==> src/sv/dst_pkg.sv <==
// ----------------------------------------------------------------------------
// dst_pkg
// Shared types and constants for the delimiter set tokenizer.
// ----------------------------------------------------------------------------
package dst_pkg;

  // longest string position tracked, positions saturate at the lesser of
  // this and the 16-bit offset range
  localparam int unsigned MAX_STRING_LEN = 32'd65535;
  localparam int unsigned POS_W          = 16;
  localparam logic [POS_W-1:0] POS_BOUND =
    (MAX_STRING_LEN > 32'd65535) ? 16'hFFFF : 16'(MAX_STRING_LEN);

  localparam int unsigned CHAR_W   = 8;
  localparam int unsigned SET_W    = 64;
  localparam int unsigned CFG_IDX_W = 3;

  // configuration register indexes
  localparam logic [CFG_IDX_W-1:0] REG_DELIM_SET_0 = 3'd0;
  localparam logic [CFG_IDX_W-1:0] REG_DELIM_SET_1 = 3'd1;
  localparam logic [CFG_IDX_W-1:0] REG_DELIM_SET_2 = 3'd2;
  localparam logic [CFG_IDX_W-1:0] REG_DELIM_SET_3 = 3'd3;

  // byte class handed from the front to the back
  typedef enum logic [1:0] {
    CLS_TEXT  = 2'd0,
    CLS_DELIM = 2'd1,
    CLS_TERM  = 2'd2
  } char_cls_t;

  typedef struct packed {
    char_cls_t cls;
  } cls_item_t;

  // queue handshake between front and back
  typedef struct packed {
    logic      valid;
    cls_item_t item;
  } cls_push_t;

  typedef struct packed {
    logic      valid;
    cls_item_t item;
  } cls_head_t;

endpackage

==> src/sv/delimiter_set_tokenizer_top.sv <==
// ----------------------------------------------------------------------------
// delimiter_set_tokenizer_top
// Splits a zero-terminated byte stream into tokens against a 256-entry
// delimiter set.
//
//   channel  direction  handshake             payload
//   cfg      in         cfg_valid/cfg_ready   cfg_index[2:0], cfg_data[63:0]
//   in       in         in_valid/in_ready     in_char_byte[7:0]
//   out      out        out_valid/out_ready   token_start, token_length,
//                                             token_found, string_done
//
// one byte per cycle sustained while out_ready holds, the rate set by the
// back-stage scanner, one class per cycle; each class waits in a two-entry
// queue, then its result is registered; the queue lets the front keep taking
// bytes while the result register is stalled; in_ready drops only when full
// synchronous reset clears the delimiter set, the queue and the scan state
// ----------------------------------------------------------------------------
module delimiter_set_tokenizer_top
  import dst_pkg::*;
(
  input  logic                 clk,
  input  logic                 rst_n,
  input  logic                 cfg_valid,
  output logic                 cfg_ready,
  input  logic [CFG_IDX_W-1:0] cfg_index,
  input  logic [SET_W-1:0]     cfg_data,
  input  logic                 in_valid,
  output logic                 in_ready,
  input  logic [CHAR_W-1:0]    in_char_byte,
  output logic                 out_valid,
  input  logic                 out_ready,
  output logic [POS_W-1:0]     out_token_start,
  output logic [POS_W-1:0]     out_token_length,
  output logic                 out_token_found,
  output logic                 out_string_done
);

  cls_push_t push;
  cls_head_t head;
  logic      q_full;
  logic      pop;

  dst_front u_front (
    .clk          (clk),
    .rst_n        (rst_n),
    .cfg_valid    (cfg_valid),
    .cfg_ready    (cfg_ready),
    .cfg_index    (cfg_index),
    .cfg_data     (cfg_data),
    .in_valid     (in_valid),
    .in_ready     (in_ready),
    .in_char_byte (in_char_byte),
    .q_full       (q_full),
    .push         (push)
  );

  dst_queue u_queue (
    .clk   (clk),
    .rst_n (rst_n),
    .push  (push),
    .full  (q_full),
    .head  (head),
    .pop   (pop)
  );

  dst_back u_back (
    .clk              (clk),
    .rst_n            (rst_n),
    .head             (head),
    .pop              (pop),
    .out_valid        (out_valid),
    .out_ready        (out_ready),
    .out_token_start  (out_token_start),
    .out_token_length (out_token_length),
    .out_token_found  (out_token_found),
    .out_string_done  (out_string_done)
  );

endmodule

==> src/sv/dst_front.sv <==
// ----------------------------------------------------------------------------
// dst_front
// Holds the delimiter set and classifies each accepted byte.
// ----------------------------------------------------------------------------
module dst_front
  import dst_pkg::*;
(
  input  logic                 clk,
  input  logic                 rst_n,
  input  logic                 cfg_valid,
  output logic                 cfg_ready,
  input  logic [CFG_IDX_W-1:0] cfg_index,
  input  logic [SET_W-1:0]     cfg_data,
  input  logic                 in_valid,
  output logic                 in_ready,
  input  logic [CHAR_W-1:0]    in_char_byte,
  input  logic                 q_full,
  output cls_push_t            push
);

  logic [SET_W-1:0] set0_r, set1_r, set2_r, set3_r;
  logic [SET_W-1:0] word;
  logic             is_delim;

  assign cfg_ready = 1'b1;

  always_ff @(posedge clk) begin
    if (!rst_n) begin
      set0_r <= '0;
      set1_r <= '0;
      set2_r <= '0;
      set3_r <= '0;
    end else if (cfg_valid) begin
      case (cfg_index)
        REG_DELIM_SET_0: set0_r <= cfg_data;
        REG_DELIM_SET_1: set1_r <= cfg_data;
        REG_DELIM_SET_2: set2_r <= cfg_data;
        REG_DELIM_SET_3: set3_r <= cfg_data;
        default: ;
      endcase
    end
  end

  always_comb begin
    case (in_char_byte[7:6])
      2'd0:    word = set0_r;
      2'd1:    word = set1_r;
      2'd2:    word = set2_r;
      default: word = set3_r;
    endcase
    is_delim = word[in_char_byte[5:0]];
  end

  assign in_ready = !q_full;

  always_comb begin
    push.valid = in_valid && !q_full;
    if (in_char_byte == '0) begin
      push.item.cls = CLS_TERM;
    end else if (is_delim) begin
      push.item.cls = CLS_DELIM;
    end else begin
      push.item.cls = CLS_TEXT;
    end
  end

endmodule

==> src/sv/dst_queue.sv <==
// ----------------------------------------------------------------------------
// dst_queue
// Two-entry queue of byte classes between front and back.
// ----------------------------------------------------------------------------
module dst_queue
  import dst_pkg::*;
(
  input  logic      clk,
  input  logic      rst_n,
  input  cls_push_t push,
  output logic      full,
  output cls_head_t head,
  input  logic      pop
);

  cls_item_t  mem_r [2];
  logic       wr_ptr_r, wr_ptr_nxt;
  logic       rd_ptr_r, rd_ptr_nxt;
  logic [1:0] cnt_r, cnt_nxt;
  logic       do_pop;

  assign full       = (cnt_r == 2'd2);
  assign head.valid = (cnt_r != 2'd0);
  assign head.item  = mem_r[rd_ptr_r];
  assign do_pop     = pop && head.valid;

  always_comb begin
    wr_ptr_nxt = wr_ptr_r;
    rd_ptr_nxt = rd_ptr_r;
    cnt_nxt    = cnt_r;
    if (push.valid) begin
      wr_ptr_nxt = ~wr_ptr_r;
    end
    if (do_pop) begin
      rd_ptr_nxt = ~rd_ptr_r;
    end
    case ({push.valid, do_pop})
      2'b10:   cnt_nxt = cnt_r + 2'd1;
      2'b01:   cnt_nxt = cnt_r - 2'd1;
      default: cnt_nxt = cnt_r;
    endcase
  end

  always_ff @(posedge clk) begin
    if (!rst_n) begin
      wr_ptr_r <= 1'b0;
      rd_ptr_r <= 1'b0;
      cnt_r    <= 2'd0;
    end else begin
      wr_ptr_r <= wr_ptr_nxt;
      rd_ptr_r <= rd_ptr_nxt;
      cnt_r    <= cnt_nxt;
    end
  end

  always_ff @(posedge clk) begin
    if (push.valid) begin
      mem_r[wr_ptr_r] <= push.item;
    end
  end

endmodule

==> src/sv/dst_back.sv <==
// ----------------------------------------------------------------------------
// dst_back
// Token scanner: tracks position and open token, drives the result register.
// ----------------------------------------------------------------------------
module dst_back
  import dst_pkg::*;
(
  input  logic             clk,
  input  logic             rst_n,
  input  cls_head_t        head,
  output logic             pop,
  output logic             out_valid,
  input  logic             out_ready,
  output logic [POS_W-1:0] out_token_start,
  output logic [POS_W-1:0] out_token_length,
  output logic             out_token_found,
  output logic             out_string_done
);

  logic             inside_r, inside_nxt;
  logic [POS_W-1:0] pos_r, pos_nxt;
  logic [POS_W-1:0] start_r, start_nxt;
  logic             ovalid_r, ovalid_nxt;
  logic [POS_W-1:0] ostart_r, ostart_nxt;
  logic [POS_W-1:0] olen_r, olen_nxt;
  logic             ofound_r, ofound_nxt;
  logic             odone_r, odone_nxt;
  logic             emit;
  logic [POS_W-1:0] pos_inc;

  assign pop     = head.valid && (!ovalid_r || out_ready);
  assign pos_inc = (pos_r < POS_BOUND) ? pos_r + 1'b1 : pos_r;

  always_comb begin
    inside_nxt = inside_r;
    pos_nxt    = pos_r;
    start_nxt  = start_r;
    emit       = 1'b0;
    ostart_nxt = ostart_r;
    olen_nxt   = olen_r;
    ofound_nxt = ofound_r;
    odone_nxt  = odone_r;
    if (pop) begin
      unique case (head.item.cls)
        CLS_TERM: begin
          emit       = 1'b1;
          ofound_nxt = inside_r;
          odone_nxt  = 1'b1;
          ostart_nxt = inside_r ? start_r : '0;
          olen_nxt   = inside_r ? pos_r - start_r : '0;
          inside_nxt = 1'b0;
          pos_nxt    = '0;
          start_nxt  = '0;
        end
        CLS_DELIM: begin
          if (inside_r) begin
            emit       = 1'b1;
            ofound_nxt = 1'b1;
            odone_nxt  = 1'b0;
            ostart_nxt = start_r;
            olen_nxt   = pos_r - start_r;
          end
          inside_nxt = 1'b0;
          pos_nxt    = pos_inc;
        end
        default: begin
          if (!inside_r) begin
            inside_nxt = 1'b1;
            start_nxt  = pos_r;
          end
          pos_nxt = pos_inc;
        end
      endcase
    end
    if (emit) begin
      ovalid_nxt = 1'b1;
    end else if (out_ready) begin
      ovalid_nxt = 1'b0;
    end else begin
      ovalid_nxt = ovalid_r;
    end
  end

  always_ff @(posedge clk) begin
    if (!rst_n) begin
      inside_r <= 1'b0;
      pos_r    <= '0;
      start_r  <= '0;
      ovalid_r <= 1'b0;
    end else begin
      inside_r <= inside_nxt;
      pos_r    <= pos_nxt;
      start_r  <= start_nxt;
      ovalid_r <= ovalid_nxt;
    end
  end

  always_ff @(posedge clk) begin
    ostart_r <= ostart_nxt;
    olen_r   <= olen_nxt;
    ofound_r <= ofound_nxt;
    odone_r  <= odone_nxt;
  end

  assign out_valid        = ovalid_r;
  assign out_token_start  = ostart_r;
  assign out_token_length = olen_r;
  assign out_token_found  = ofound_r;
  assign out_string_done  = odone_r;

endmodule

==> config.mk <==
export PLATFORM = sky130hd
export DESIGN_NAME = delimiter_set_tokenizer_top
export DESIGN_NICKNAME = d
export VERILOG_FILES = /design/src/sv/dst_pkg.sv /design/src/sv/delimiter_set_tokenizer_top.sv /design/src/sv/dst_front.sv /design/src/sv/dst_queue.sv /design/src/sv/dst_back.sv
export SDC_FILE = /design/constraint.sdc
export NUM_CORES = 1
export LEC_CHECK = 0
export BUFFER_PORTS_ARGS = -buffer_cell sky130_fd_sc_hd__buf_2
export CORE_MARGIN = 2
export CORE_UTILIZATION = 45
export CTS_BUF_LIST = sky130_fd_sc_hd__clkbuf_8
export DETAILED_ROUTE_END_ITERATION = 6
export SYNTH_ARGS = -nofsm -noshare
export SYNTH_HDL_FRONTEND = slang
export SYNTH_SLANG_ARGS = --single-unit
==> constraint.sdc <==
create_clock -name clk -period 9.5 [get_ports clk]
set_input_delay 0.475 -clock clk [delete_from_list [all_inputs] [get_ports clk]]
set_output_delay 0.475 -clock clk [all_outputs]
set_load 0.005 [all_outputs]
==> flow_summary.toml <==
[timing]
hold_violations = 0
worst_pin_slew_ns = 1.140
tns_ns = 0
drv_slew = 0
period_needed_ns = 3.112
fmax_ghz = 0.3213
setup_viol = 0
relSlewSlack_pct = 24.02
rsz0062_at_grt = "false"
timing.final.crit_share_pct = 32.76
finClkSkew_ns = 0.02182

[cts]
cts-resized-gates = 0
clock-root-buffer = "clkbuf_8"
cts_hold_buf = 0
postCtsSetupBuffers = 0
clockBufferDepth = 3
ctsHtreeMaxLevel = 2
cts_inserted_buffers = 58
cts.sinks = 333
clk_latency_ns = 0.64
cts_tree = "built"
path_clk_slew_ns = 0.06

[floorplanning]
io_pins = 117
coreArea_mm2 = 0.03362
die_w_um = 188.8
die_area_mm2 = 0.03564
start_util_pct = 45.71
die_h_um = 188.8
rows = 67

[placement]
dp_hpwl_um = 24680
place_area_mm2 = 0.01608
io_buffer_count = 115
place.gp.congestion = 0.8074

[logic_synthesis]
synthCells = 1745
yosysWarnings = 0
avgSynthCellArea_um2 = 8.806
synth_area_leaders = "dfxtp_1, nand2_1, a21boi_0"
netlist_area_mm2 = 0.01537
seq_area_frac_synth_pct = 45.86
synth_ff_type = "dfxtp_1"
synthDistinctLibCells = 74
ys_ff_latch = 333
synth_nets = 1845
synth_edf_count = 38
synth_top_area_share_pct = 38.43
synth_common_cells = "nand2_1, dfxtp_1, a21boi_0, clkbuf_1, nor2_1"
synth.most_common_cell = "nand2_1"
ys_async_sr_fraction_pct = 0
yosysTopAreaCell = "dfxtp_1"

[setup_path]
worstSetupStartpoint = "in_char_byte[7]"
critPathCaptureType = "flip-flop"
endpoint = "u_queue.mem_r[1][0]"
cp_num_buf_inv = 3
reg2regPathDepth = 11
rrSetupSlack_ns = 6.58
reg2reg_to = "u_back.out_token_length[14]"
crit_top_cell = "a221oi_1"
crit_cells = 9
start_kind = "input port"
cp_max_fo = 54
critical-path-top-delay-family = "compound AO/OA/AOI/OAI gates"
slowest_delay_ns = 0.73
worstPathArrival_ns = 3.49
reg2reg_from = "u_back.pos_r[0]"
cp.required_ns = 9.88
cp_cell_sequence = "buf_2 > buf_4 > clkinv_1 > a221oi_1 > a221oi_1 > o32ai_1 > a311oi_1 > a2bb2oi_1 > o211a_1"
crit_type = "input port to flip-flop"
critPathSlowestCell = "clkinv_1"

[drt]
drc = 0
drtAntennaViolNets = 0
drtIter0Drc = 870
wl_per_cell_um = 17.86
firstDrtPassIters = 5
vias_per_cell = 5.373
vias = 12330
routed_wl_um = 40980

[layout]
finalInstanceArea_mm2 = 0.01718
areaGrowthSynthToFinish_pct = 11.77
n_antenna_cell = 0
drive_above_1_share_pct = 13.64
fin_nets = 1906

[pwr]
leakage_nw = 6.075
irDropWorstVdd_uv = 116.8
powerDensity_mw_per_mm2 = 187.3

[grt]
antenna_found_initial = 1
grt_pass1_wl_um = 65860
grt_pass1_vias = 12044
grt.total_usage_pct = 23.16
grt_overflow_total = 0
grt_max_degree = 183

[job]
maxCapViolations = 0

[worst_hold_path]
holdCritPathClass = "input port to flip-flop"

[run_status]
status = "completed"
[worst min path at each step]
stage	endpoint	start	slack (ns)	cells past startpoint
2_1_floorplan	u_back.start_r[12]	u_back.start_r[12]	0.43	2
3_3_place_gp	u_back.start_r[14]	u_back.start_r[14]	0.44	2
3_5_place_dp	u_back.start_r[10]	u_back.start_r[10]	0.44	2
4_1_cts	u_front.set2_r[2]	cfg_data[2]	0.08	3
5_1_grt	u_front.set3_r[20]	cfg_data[20]	0.11	3
6_report	u_front.set3_r[13]	cfg_data[13]	0.12	3
[power breakdown]
part | switching [mW] | internal, mW
sequential | 0.0297 | 1.49
combinational | 0.292 | 0.154
clock | 0.580 | 0.669
[metal layers]
| metal | up-vias | global-route usage [%] | part of all wire, % |
|---|---|---|---|
| met5 | - | 0 | 0.032 |
| met4 | 2 | 7.061 | 2.1 |
| met3 | 59 | 4.396 | 5.3 |
| met2 | 309 | 38.24 | 46 |
| met1 | 5890 | 30.79 | 46 |
| li1 | 6070 | - | - |
[worst min-delay path, delay by kind of cell]
| kind | cells | cell delay, ns |
|---|---|---|
| AND/OR/NAND/NOR | 1 | 0.05 |
| AO/OA/AOI/OAI | 1 | 0.06 |
| buffers and inverters | 1 | 0.12 |
[flip-flops by register name, summed over array words and instances (netlist names), 2 cells and up, named ones only]
register	flops
u_back.start_r	16
u_queue.mem_r	4
u_queue.cnt_r	2
u_front.set3_r	64
u_front.set0_r	64
u_front.set2_r	64
u_back.out_token_start	16
u_front.set1_r	64
u_back.out_token_length	16
u_back.pos_r	16
[layout by cell type, fill, tap and decap left out, types with 5 or more instances in the layout]
master    count
a211oi_1      8
a21boi_0    265
a21boi_1      9
a21oi_1      24
a221o_1       8
a221oi_1      8
a22oi_1       7
and2_1        9
and3_1        7
buf_2       113
buf_4        10
clkbuf_8     68
clkinv_2      5
dfxtp_1     295
edfxtp_1     38
ha_1         19
inv_1        50
mux2_1       13
mux2i_1      31
mux4_2       32
nand2_1     561
nand2b_1      5
nand3_1      28
nand4_1       6
nor2_1       64
nor2b_1      10
o21a_1        5
o21ai_0      30
o21ai_1       7
o22ai_1       6
xnor2_1      13
xor2_1       14
[metrics by stage]
| stage | hold slack (ns) | worst slack (ns) | power, mW | instances | util, % |
|---|---|---|---|---|---|
| floorplan | 0.4308 | 6.383 | 1.848 | 1745 | - |
| global placement | 0.4365 | 5.886 | 1.991 | 2194 | 47.82 |
| detailed placement | 0.4420 | 5.835 | 1.998 | 2194 | 47.82 |
| CTS | 0.08103 | 6.241 | 3.253 | 2295 | 51.08 |
| global route | 0.1089 | 6.284 | 3.365 | 2295 | 51.09 |
| finish | 0.1247 | 6.388 | 3.217 | 2295 | 51.09 |
[area by class of cell]
| class | count | area [µm²] |
|---|---|---|
| Fill cell | 3184 | 16440 |
| Multi-Input combinational cell | 1259 | 7707 |
| Sequential cell | 333 | 7047 |
| Clock buffer | 68 | 935.9 |
| Timing Repair Buffer | 124 | 651.9 |
| Tap cell | 448 | 560.5 |
| Clock inverter | 33 | 160.2 |
| Inverter | 30 | 112.6 |
[kinds of logic (layout without fill, tap and decap cells)]
family / count (synthesis) / in the layout / share of synthesized area (%)
compound gates: 415 / 415 / 19.75
xor+xnor: 27 / 27 / 1.539
fa+ha+maj: 20 / 20 / 1.677
buf+inv: 153 / 255 / 4.356
flops: 333 / 333 / 45.86
mux: 79 / 79 / 7.955
other cells: 1 / 1 / 0.02440
simple gates: 717 / 717 / 18.83
Power figures use the tool's default switching activity.
